===== config.mk =====
export PLATFORM = sky130hd
export DESIGN_NAME = tlb_fill_round_robin
export DESIGN_NICKNAME = d
export VERILOG_FILES = /design/src/tlbrr_pkg.sv /design/src/tlbrr_find.sv /design/src/tlbrr_ctrl.sv /design/src/tlbrr_dp.sv /design/src/tlb_fill_round_robin.sv
export SDC_FILE = /design/constraint.sdc
export NUM_CORES = 2
export LEC_CHECK = 0
export ABC_CLOCK_PERIOD_IN_PS = 4900
export BUFFER_PORTS_ARGS = -buffer_cell sky130_fd_sc_hd__buf_2
export CAP_MARGIN = 5
export CORE_UTILIZATION = 32
export CTS_CLUSTER_DIAMETER = 120
export DETAILED_ROUTE_END_ITERATION = 8
export GPL_ROUTABILITY_DRIVEN = 0
export MAX_ROUTING_LAYER = met4
export SLEW_MARGIN = 20
export SYNTH_ARGS = -nofsm -noshare
export SYNTH_HDL_FRONTEND = slang
export SYNTH_SLANG_ARGS = --single-unit
export TNS_END_PERCENT = 5

===== constraint.sdc =====
create_clock -name clk -period 4.9 [get_ports clk]
set_input_delay 0.245 -clock clk [delete_from_list [all_inputs] [get_ports clk]]
set_output_delay 0.245 -clock clk [all_outputs]
set_load 0.01 [all_outputs]

===== src/tlbrr_pkg.sv =====
// ----------------------------------------------------------------------------
// tlbrr_pkg
// shared constants and types for the round-robin refill translation buffer
// ----------------------------------------------------------------------------
package tlbrr_pkg;

  localparam int TLB_ENTRIES_DEF = 64;

  // width of one leaf group of the lowest-set-bit finder
  localparam int FIND_GROUP = 16;

  localparam int SLOT_W = 6;
  localparam int PAGE_W = 20;
  localparam int WORD_W = 32;

  localparam logic [1:0] REQ_LOAD    = 2'd0;
  localparam logic [1:0] REQ_INV_ALL = 2'd1;
  localparam logic [1:0] REQ_INV_ONE = 2'd2;

  localparam logic [2:0] OUT_FREE        = 3'd0;
  localparam logic [2:0] OUT_HIT         = 3'd1;
  localparam logic [2:0] OUT_VICTIM      = 3'd2;
  localparam logic [2:0] OUT_ALL_CLEARED = 3'd3;
  localparam logic [2:0] OUT_ONE_CLEARED = 3'd4;
  localparam logic [2:0] OUT_ABSENT      = 3'd5;

  localparam logic [WORD_W-1:0] LO_VALID_MASK = 32'h0000_0200;
  localparam logic [WORD_W-1:0] LO_DIRTY_MASK = 32'h0000_0400;

  // commands from the controller to the datapath
  typedef struct packed {
    logic load;    // transaction accepted, capture request and match vectors
    logic group;   // finder leaf stage
    logic select;  // finder root stage
    logic update;  // write state and present the result
  } tlbrr_cmd_t;

endpackage


===== src/tlbrr_find.sv =====
// ----------------------------------------------------------------------------
// tlbrr_find
// two-stage registered finder of the lowest set bit in a vector
// ----------------------------------------------------------------------------
module tlbrr_find #(
  parameter int N = tlbrr_pkg::TLB_ENTRIES_DEF
) (
  input  logic                 clk,
  input  logic [N-1:0]         vec,
  input  logic                 step_group,
  input  logic                 step_select,
  output logic                 found,
  output logic [$clog2(N)-1:0] idx
);
  import tlbrr_pkg::*;

  localparam int IW  = $clog2(N);
  localparam int G   = FIND_GROUP;
  localparam int GW  = $clog2(G);
  localparam int NG  = (N + G - 1) / G;
  localparam int NGW = (NG > 1) ? $clog2(NG) : 1;
  localparam int IFW = NGW + GW;

  logic [NG*G-1:0]         vec_pad;
  logic [NG-1:0]           any_c;
  logic [NG-1:0][GW-1:0]   idx_c;
  logic [NG-1:0]           grp_any;
  logic [NG-1:0][GW-1:0]   grp_idx;
  logic [NGW-1:0]          sel_c;
  logic [IFW-1:0]          full_c;

  always_comb begin
    vec_pad = '0;
    vec_pad[N-1:0] = vec;
  end

  // leaf stage: lowest set bit inside each group
  always_comb begin
    for (int g = 0; g < NG; g++) begin
      any_c[g] = |vec_pad[g*G +: G];
      idx_c[g] = '0;
      for (int b = G - 1; b >= 0; b--) begin
        if (vec_pad[g*G + b]) begin
          idx_c[g] = GW'(b);
        end
      end
    end
  end

  // root stage: lowest group with a set bit
  always_comb begin
    sel_c = '0;
    for (int g = NG - 1; g >= 0; g--) begin
      if (grp_any[g]) begin
        sel_c = NGW'(g);
      end
    end
    full_c = (IFW'(sel_c) << GW) | IFW'(grp_idx[sel_c]);
  end

  always_ff @(posedge clk) begin
    if (step_group) begin
      grp_any <= any_c;
      grp_idx <= idx_c;
    end
    if (step_select) begin
      found <= |grp_any;
      idx   <= full_c[IW-1:0];
    end
  end

endmodule


===== src/tlbrr_ctrl.sv =====
// ----------------------------------------------------------------------------
// tlbrr_ctrl
// sequencer for one request: capture, finder leaf, finder root, update
// ----------------------------------------------------------------------------
module tlbrr_ctrl (
  input  logic                   clk,
  input  logic                   rst,
  input  logic                   start,
  output logic                   busy,
  output tlbrr_pkg::tlbrr_cmd_t  cmd
);
  import tlbrr_pkg::*;

  typedef enum logic [1:0] {
    S_IDLE,
    S_GROUP,
    S_SELECT,
    S_UPDATE
  } state_t;

  state_t state;
  state_t state_next;

  always_comb begin
    unique case (state)
      S_IDLE:   state_next = start ? S_GROUP : S_IDLE;
      S_GROUP:  state_next = S_SELECT;
      S_SELECT: state_next = S_UPDATE;
      S_UPDATE: state_next = S_IDLE;
      default:  state_next = S_IDLE;
    endcase
  end

  always_comb begin
    cmd.load   = start && (state == S_IDLE);
    cmd.group  = (state == S_GROUP);
    cmd.select = (state == S_SELECT);
    cmd.update = (state == S_UPDATE);
  end

  always_ff @(posedge clk) begin
    if (rst) begin
      state <= S_IDLE;
      busy  <= 1'b0;
    end else begin
      state <= state_next;
      busy  <= (state_next != S_IDLE);
    end
  end

endmodule


===== src/tlbrr_dp.sv =====
// ----------------------------------------------------------------------------
// tlbrr_dp
// tag and valid arrays, match and free finders, victim pointer, result regs
// ----------------------------------------------------------------------------
module tlbrr_dp #(
  parameter int TLB_ENTRIES = tlbrr_pkg::TLB_ENTRIES_DEF
) (
  input  logic                   clk,
  input  logic                   rst,
  input  tlbrr_pkg::tlbrr_cmd_t  cmd,
  input  logic [1:0]             req_type,
  input  logic [19:0]            virtual_page,
  input  logic [31:0]            low_word,
  input  logic                   writable,
  output logic                   done,
  output logic [5:0]             slot,
  output logic [2:0]             outcome,
  output logic [31:0]            written_low
);
  import tlbrr_pkg::*;

  localparam int N  = TLB_ENTRIES;
  localparam int IW = $clog2(N);

  logic [PAGE_W-1:0] tags [N];
  logic [N-1:0]      valid;
  logic [IW-1:0]     victim;

  logic [1:0]        req_q;
  logic [PAGE_W-1:0] page_q;
  logic [WORD_W-1:0] word_q;
  logic              wr_q;
  logic [N-1:0]      hit_vec;
  logic [N-1:0]      free_vec;

  logic              hit_found;
  logic [IW-1:0]     hit_idx;
  logic              free_found;
  logic [IW-1:0]     free_idx;

  logic [IW-1:0]     target_c;
  logic [IW+5:0]     slot_ext;
  logic [WORD_W-1:0] new_word_c;

  // per-slot comparators against the incoming page
  always_ff @(posedge clk) begin
    if (cmd.load) begin
      req_q  <= req_type;
      page_q <= virtual_page;
      word_q <= low_word;
      wr_q   <= writable;
      for (int s = 0; s < N; s++) begin
        hit_vec[s] <= valid[s] && (tags[s] == virtual_page);
      end
      free_vec <= ~valid;
    end
  end

  tlbrr_find #(.N(N)) u_hit_find (
    .clk         (clk),
    .vec         (hit_vec),
    .step_group  (cmd.group),
    .step_select (cmd.select),
    .found       (hit_found),
    .idx         (hit_idx)
  );

  tlbrr_find #(.N(N)) u_free_find (
    .clk         (clk),
    .vec         (free_vec),
    .step_group  (cmd.group),
    .step_select (cmd.select),
    .found       (free_found),
    .idx         (free_idx)
  );

  always_comb begin
    priority if (hit_found) begin
      target_c = hit_idx;
    end else if (free_found) begin
      target_c = free_idx;
    end else begin
      target_c = victim;
    end
    new_word_c = word_q | LO_VALID_MASK | (wr_q ? LO_DIRTY_MASK : '0);
  end

  // slot number as reported: low six bits, zero extended for small buffers
  always_comb begin
    priority if (req_q == REQ_LOAD) begin
      slot_ext = (IW + 6)'(target_c);
    end else begin
      slot_ext = (IW + 6)'(hit_idx);
    end
  end

  always_ff @(posedge clk) begin
    if (cmd.update && (req_q == REQ_LOAD)) begin
      tags[target_c] <= page_q;
    end
  end

  always_ff @(posedge clk) begin
    if (rst) begin
      valid  <= '0;
      victim <= '0;
      done   <= 1'b0;
    end else begin
      done <= cmd.update;
      if (cmd.update) begin
        unique case (req_q)
          REQ_LOAD: begin
            valid[target_c] <= 1'b1;
            if (!hit_found && !free_found) begin
              victim <= (victim == IW'(N - 1)) ? '0 : victim + 1'b1;
            end
          end
          REQ_INV_ALL: begin
            valid <= '0;
          end
          REQ_INV_ONE: begin
            if (hit_found) begin
              valid[hit_idx] <= 1'b0;
            end
          end
          default: begin
          end
        endcase
      end
    end
  end

  always_ff @(posedge clk) begin
    if (cmd.update) begin
      unique case (req_q)
        REQ_LOAD: begin
          slot        <= slot_ext[5:0];
          written_low <= new_word_c;
          priority if (hit_found) begin
            outcome <= OUT_HIT;
          end else if (free_found) begin
            outcome <= OUT_FREE;
          end else begin
            outcome <= OUT_VICTIM;
          end
        end
        REQ_INV_ALL: begin
          slot        <= '0;
          outcome     <= OUT_ALL_CLEARED;
          written_low <= '0;
        end
        REQ_INV_ONE: begin
          slot        <= hit_found ? slot_ext[5:0] : '0;
          outcome     <= hit_found ? OUT_ONE_CLEARED : OUT_ABSENT;
          written_low <= '0;
        end
        default: begin
          slot        <= '0;
          outcome     <= OUT_ABSENT;
          written_low <= '0;
        end
      endcase
    end
  end

endmodule


===== src/tlb_fill_round_robin.sv =====
// ----------------------------------------------------------------------------
// tlb_fill_round_robin
// fully associative translation buffer with round-robin refill
//
//   channel   handshake        payload
//   request   start / busy     req_type, virtual_page, low_word, writable
//   result    done (1 cycle)   slot, outcome, written_low
//
// a request passes through the parallel tag compare, the leaf and root stages of
// the registered lowest-slot finder and the state update before the next request
// is accepted; done is high in the cycle after the update.
// synchronous reset marks every slot invalid and zeroes the victim pointer
// at once, so no clearing pass is needed. the receiver cannot stall: each
// result is shown for exactly one cycle.
// ----------------------------------------------------------------------------
module tlb_fill_round_robin #(
  parameter int TLB_ENTRIES = tlbrr_pkg::TLB_ENTRIES_DEF
) (
  input  logic        clk,
  input  logic        rst,
  input  logic        start,
  output logic        busy,
  input  logic [1:0]  req_type,
  input  logic [19:0] virtual_page,
  input  logic [31:0] low_word,
  input  logic        writable,
  output logic        done,
  output logic [5:0]  slot,
  output logic [2:0]  outcome,
  output logic [31:0] written_low
);
  import tlbrr_pkg::*;

  tlbrr_cmd_t cmd;

  tlbrr_ctrl u_ctrl (
    .clk   (clk),
    .rst   (rst),
    .start (start),
    .busy  (busy),
    .cmd   (cmd)
  );

  tlbrr_dp #(.TLB_ENTRIES(TLB_ENTRIES)) u_dp (
    .clk          (clk),
    .rst          (rst),
    .cmd          (cmd),
    .req_type     (req_type),
    .virtual_page (virtual_page),
    .low_word     (low_word),
    .writable     (writable),
    .done         (done),
    .slot         (slot),
    .outcome      (outcome),
    .written_low  (written_low)
  );

`ifndef NO_ASSERTIONS
  a_result_latency: assert property (@(posedge clk) disable iff (rst)
    (start && !busy) |-> ##4 done)
    else $error("result did not follow an accepted transaction");

  a_done_idle: assert property (@(posedge clk) disable iff (rst)
    done |-> !busy)
    else $error("result strobe while a transaction is in progress");

  a_inval_zero_word: assert property (@(posedge clk) disable iff (rst)
    (done && (outcome == OUT_ALL_CLEARED || outcome == OUT_ONE_CLEARED ||
              outcome == OUT_ABSENT)) |-> (written_low == '0))
    else $error("invalidation reported a nonzero low word");

  a_load_valid_bit: assert property (@(posedge clk) disable iff (rst)
    (done && (outcome == OUT_FREE || outcome == OUT_HIT ||
              outcome == OUT_VICTIM)) |-> ((written_low & LO_VALID_MASK) != '0))
    else $error("load result without the valid bit");
`endif

endmodule


# Word-level counts from Yosys, hierarchy flattened
# Memories as Yosys holds them, arrays and structs flattened.
# Cells that the tools add are included.
totals:
  word_cells: 402
  output_inout_bits: 43
  n_memories: 1
  ramBits: 1280
  register_bits: 352
memory_table:
  columns: ["name", "words", "word_bits", "read_ports", "rd_ports_with_merged_regs", "wr", "line_no", "text"]
  rows:
  - ["u_dp.tags", 64, 20, 64, 0, 1, "tlbrr_dp.sv:25", "logic [PAGE_W-1:0] tags [N];"]
op_classes:
  magnitude_cmp: 6
  reduce_logical: 111
  bitwise: 7
  eq_ne: 71
  n_addsub: 1
  n_mux: 153
op_table:
  columns: ["op", "n"]
  rows:
  - ["$eq 20x20->1", 64]
  - ["$mux 4", 66]
  - ["$pmux 64 s3", 1]
  - ["$not 64->64", 2]
  - ["$reduce_or 16->1", 8]
  - ["$mux 3", 33]
  - ["$logic_and 1x1->1", 69]
  - ["$and 64x64->64", 1]
  - ["$mux 64", 1]
  - ["$or 64x64->64", 1]
  - ["$reduce_or 8->1", 8]
  - ["$mux 2", 25]
  - ["$reduce_or 4->1", 10]
  - ["$or 32x32->32", 1]
  - ["$mux 6", 5]
  - ["$bmux 4 s2", 2]
  - ["$reduce_or 2->1", 8]
  - ["$lt 6x7->1 const B", 2]
  - ["$mux 1", 14]
  - ["$demux 1 s6", 2]
  - ["$ge 6x1->1 const B", 2]
  - ["$or 6x4->6", 2]
  - ["$pmux 6 s2", 1]
  - ["$mux 11", 1]
  - ["13 further kinds", 20]

# Longest topological paths before layout
logic_depth:
  word_depth: 15
  mapped_depth: 8
  ltp_nobuf: 7

# Cells and area by module
# A second synthesis with hierarchy kept.
unflattened:
  cells_unflattened: 4336
  hier_area_um2: 67671.2
by_module_without_submodules:
  columns: ["mod", "seq_area_each_um2", "cells_per_inst", "n_inst", "area_per_inst_um2"]
  rows:
  - ["tlbrr_dp", 46554.6, 3980, 1, 64310.4]
  - ["tlbrr_find", 810.8, 170, 2, 1599.0]
  - ["tlbrr_ctrl", 60.1, 16, 1, 162.7]

# Worst setup path after synthesis
# No wires, ideal clock.
synth_timing:
  kind: "register to register"
  startpoint: "reg u_ctrl.state[0]"
  endpoint: "reg u_dp.free_vec[0] (enable)"
  path_buffers: 0
  arrival_time_ns: 4.684
  setup_slack_ns: -0.348
  required_ns: 4.336
  path_stages_with_launch: 4
  period_less_slack_ns: 5.248
  path_cell_list: "dfxtp_1 > inv_1 > ha_1 > and2_1"
synth_lines:
  columns: ["element", "line_no", "text"]
  rows:
  - ["from (decl)", "tlbrr_ctrl.sv:21", "state_t state;"]
  - ["from (signal assigned)", "tlbrr_ctrl.sv:46", "state <= state_next;"]
  - ["to (signal assigned)", "tlbrr_dp.sv:55", "free_vec <= ~valid;"]
  - ["to (decl)", "tlbrr_dp.sv:34", "logic [N-1:0] free_vec;"]

# Final worst setup path
layout_timing:
  startpoint: "reg u_dp.u_hit_find.found"
  endpoint: "mem u_dp.tags[38][3] (enable)"
layout_via:
  elab_chain_len: 1
layout_lines:
  columns: ["element", "line_no", "text"]
  rows:
  - ["from (decl)", "tlbrr_find.sv:12", "output logic found,"]
  - ["from (signal assigned)", "tlbrr_find.sv:67", "found <= |grp_any;"]
  - ["$mux 6", "tlbrr_dp.sv:78", "priority if (hit_found) begin"]
  - ["to (decl)", "tlbrr_dp.sv:25", null]
# Every way passes these cells.

==> results.md <==
- Final setup viols: 0
- Count of cell types in the netlist: 50
- Clock H-tree levels: 4
- Count of endpoints failing hold in the final timing report: 0
- Crit path max fanout: 19
- Effective utilization at floorplan: 32.2%
- Post-CTS sizing: 0
- Hold buffer count at CTS: 40
- Leading cell types by total area after synthesis: sky130_fd_sc_hd__edfxtp_1, sky130_fd_sc_hd__xor2_1, sky130_fd_sc_hd__xnor2_1
- Final routed wirelength across all metal layers: 203000 um
- Number of DRC violations after detailed-routing iteration 0: 4540
- Largest voltage drop on the vdd net: 0.000404 V
- Startpoint type of the worst setup path: flip-flop
- Power consumption: 29700 uW
- Maximum number of buffers from clock root to sink: 3
- Worst-path clk slew: 0.06 ns
- Setup repair after global routing missed its margin: false
- Max cap viols: 0
- Clock root cell: sky130_fd_sc_hd__clkbuf_16
- Post-layout utilization of the core: 37.1%
- DR vias/cell: 5.12
- Die boundary height: 461 um
- Horizontal extent of the die: 461 um
- Total via count after detailed routing: 38703
- CTS tree: done
- Worst clock skew on the final layout: 0.0523 ns
- Count of pins over their slew limit: 0
- Most common flop cell mapped by yosys: sky130_fd_sc_hd__edfxtp_1
- HPWL reported at the end of detailed placement: 114000 um
- Total die area: 213000 um^2
- Most frequent cell after synthesis: sky130_fd_sc_hd__edfxtp_1
- # rows: 168
- Ratio of cells with drive above 1 in the final layout: 11.6%
- WL per Instance: 26.9 um
- Endpoint kind of the worst setup timing path: flip-flop
- Largest net degree at the start of global routing: 76
- Global route overflow: 0
- Antenna violations before repair: 20
- Gate count after technology mapping: 4320
- Later-pin clock latency in the skew report: 0.84 ns
- Final #Nets: 4690
- Type of the worst setup path: reg2reg
- Run status: finished clean
- Relative slew slack: 22.3%
- PwrDens: 382 nW/um^2
- Wire length of the first global-routing pass: 284000 um
- Average footprint of a synthesized cell: 15.6 um^2
- Warnings from Yosys: 0
- Drt first pass iters: 8
- Routed Antenna Nets: 0
- Asr flop ratio synth: 0%
- Top Ports: 101
- Register bit count reported by yosys: 1631
- Most numerous cell types in the synthesized netlist: sky130_fd_sc_hd__edfxtp_1, sky130_fd_sc_hd__xor2_1, sky130_fd_sc_hd__nor4_1, sky130_fd_sc_hd__xnor2_1, sky130_fd_sc_hd__nor2_1
- Post-detailed-route DRC marker count: 0
- Core Area: 209000 um^2
- Minimum period implied by the final worst setup slack: 3.69 ns
- EDFF count, synth: 1557
- Overall track demand over capacity in global routing: 19.5%
- Part of the cycle the worst path needs: 75.4%
- Placement-stage worst setup slack: 1.35 ns
- Cell taking the most area after synthesis: sky130_fd_sc_hd__edfxtp_1
- Worst hold path class: in2reg
- Vias in the first global route: 37435
- PnR worst setup slack: 1.21 ns
- Buffers on Ports: 99
- Tightest Pin Transition: 1.17 ns
- Netlist Area Pre-Place: 67400 um^2
- Sequential cell area fraction in the yosys report: 71.5%
- Reg-to-reg slack, setup: 1.21 ns
- Data required time of the worst path: 5.42 ns
- Total nets after synthesis: 4388
- Lkg Pwr: 0.0249 uW
- Fmax achieved: 271 MHz
- Arr. time, crit path: 4.21 ns
- Top cell type's share of synthesized area: 69.4%
- # clock sinks: 1631
- Number of buffers added by the clock tree synthesis step: 165
- Area growth from synthesis to layout: 15.3%
- Post-CTS setup buffer count: 0
- Setup_tns: 0 ns
[final cells by class]
cell class / count / area (um^2)
clock inverter: 92 / 689
tap: 2805 / 3510
fill: 19542 / 132000
timing repair buffer: 312 / 2550
inverter: 99 / 373
sequential: 1631 / 48200
clock buffer: 208 / 4310
multi-input combinational: 2413 / 18000
antenna: 6 / 15.0
[sequential cells by signal, summed over array words and instances, names as in the netlist, 2 cells and up]
name                      cells
u_dp.u_free_find.grp_any      4
u_ctrl.state                  2
u_dp.free_vec                64
u_dp.u_free_find.idx          6
u_dp.word_q                  31
u_dp.page_q                  20
u_dp.tags                  1280
u_dp.written_low             32
u_dp.outcome                  3
u_dp.slot                     6
u_dp.valid                   64
u_dp.u_hit_find.grp_any       4
u_dp.req_q                    2
u_dp.victim                   6
u_dp.hit_vec                 64
u_dp.u_hit_find.idx           6
u_dp.u_free_find.grp_idx     16
u_dp.u_hit_find.grp_idx      16
[through the flow]
| step | cells | cell area (um^2) | hold slack [ns] |
|---|---|---|---|
| 2_1_floorplan | 4320 | 67400 | 0.344 |
| 3_3_place_gp | 7219 | 72300 | 0.424 |
| 3_5_place_dp | 7220 | 72300 | 0.423 |
| 4_1_cts | 7560 | 77700 | 0.0468 |
| 5_1_grt | 7562 | 77700 | 0.0597 |
| 6_report | 7566 | 77700 | 0.0667 |
[report_power, final]
group / total (uW) / switching, uW / internal (uW)
registers: 15600 / 107 / 15500
clock network: 11900 / 5410 / 6520
logic: 2090 / 1580 / 512
total: 29700 / 7090 / 22600
[worst max-delay path: stages, from the launching register on]
cell and delay [ns]:
sky130_fd_sc_hd__edfxtp_1 0.75, sky130_fd_sc_hd__inv_2 0.22, sky130_fd_sc_hd__mux2i_4 0.30, sky130_fd_sc_hd__nor2_1 0.30, sky130_fd_sc_hd__nand2_1 0.65, sky130_fd_sc_hd__nor2_1 0.83
sky130_fd_sc_hd__buf_4 0.34
[per-layer routing]
layer	up-vias	share of wire, %	GRT usage, %
met1	20229	43	26.7
li1	16474	-	-
met3	286	7.9	2.69
met4	0	2.3	5.09
met5	-	0	-
met2	1714	47	30.4
[layout by cell type, fill, tap and decap left out, types with 8 or more instances in the layout]
cell | synthesis | routed
sky130_fd_sc_hd__o31a_1 | 8 | 8
sky130_fd_sc_hd__o21ai_0 | 71 | 71
sky130_fd_sc_hd__nand3_1 | 23 | 23
sky130_fd_sc_hd__buf_12 | 0 | 21
sky130_fd_sc_hd__xnor2_1 | 260 | 260
sky130_fd_sc_hd__clkinv_1 | 0 | 44
sky130_fd_sc_hd__nor2_2 | 4 | 28
sky130_fd_sc_hd__nor3_1 | 82 | 82
sky130_fd_sc_hd__a211oi_1 | 8 | 8
sky130_fd_sc_hd__buf_2 | 151 | 79
sky130_fd_sc_hd__nor4_1 | 279 | 279
sky130_fd_sc_hd__o21bai_1 | 8 | 8
sky130_fd_sc_hd__clkinv_2 | 0 | 30
sky130_fd_sc_hd__and2_1 | 32 | 31
sky130_fd_sc_hd__buf_4 | 1 | 164
sky130_fd_sc_hd__dfxtp_1 | 74 | 74
sky130_fd_sc_hd__clkbuf_16 | 0 | 165
sky130_fd_sc_hd__dlygate4sd3_1 | 0 | 40
sky130_fd_sc_hd__o22ai_1 | 8 | 8
sky130_fd_sc_hd__a32o_1 | 64 | 64
sky130_fd_sc_hd__nor2_1 | 159 | 135
sky130_fd_sc_hd__nand2_1 | 125 | 125
sky130_fd_sc_hd__clkbuf_1 | 25 | 41
sky130_fd_sc_hd__nor2b_1 | 10 | 10
sky130_fd_sc_hd__mux2i_1 | 8 | 8
sky130_fd_sc_hd__a21boi_0 | 8 | 8
sky130_fd_sc_hd__xor2_1 | 1025 | 1025
sky130_fd_sc_hd__mux4_2 | 8 | 8
sky130_fd_sc_hd__a21oi_1 | 33 | 33
sky130_fd_sc_hd__o31ai_1 | 8 | 8
sky130_fd_sc_hd__inv_1 | 97 | 97
sky130_fd_sc_hd__edfxtp_1 | 1557 | 1557
sky130_fd_sc_hd__nand4_1 | 128 | 128
[cells by family (layout without fill, tap and decap cells)]
group | after synthesis | count (layout) | share of synthesized area [%]
buffers and inverters | 276 | 711 | 1.82
multiplexers | 18 | 18 | 0.442
adder cells (fa/ha/maj) | 10 | 10 | 0.186
AND/OR/NAND/NOR | 869 | 869 | 6.90
other | 0 | 6 | 0
AO/OA/AOI/OAI | 231 | 231 | 2.40
XOR/XNOR | 1285 | 1285 | 16.7
flip-flops | 1631 | 1631 | 71.5
[final timing paths]
kind	startpoint	endpoint	cells after the start
worst max-delay path	u_dp.u_hit_find.found	u_dp.tags[38][3]	6
worst min register to register	u_dp.valid[3]	u_dp.valid[3]	1
worst max register to register	u_dp.u_hit_find.found	u_dp.tags[38][3]	6
worst min-delay path	virtual_page[6]	u_dp.page_q[6]	1
No activity file was read; power rests on OpenSTA's default activity.
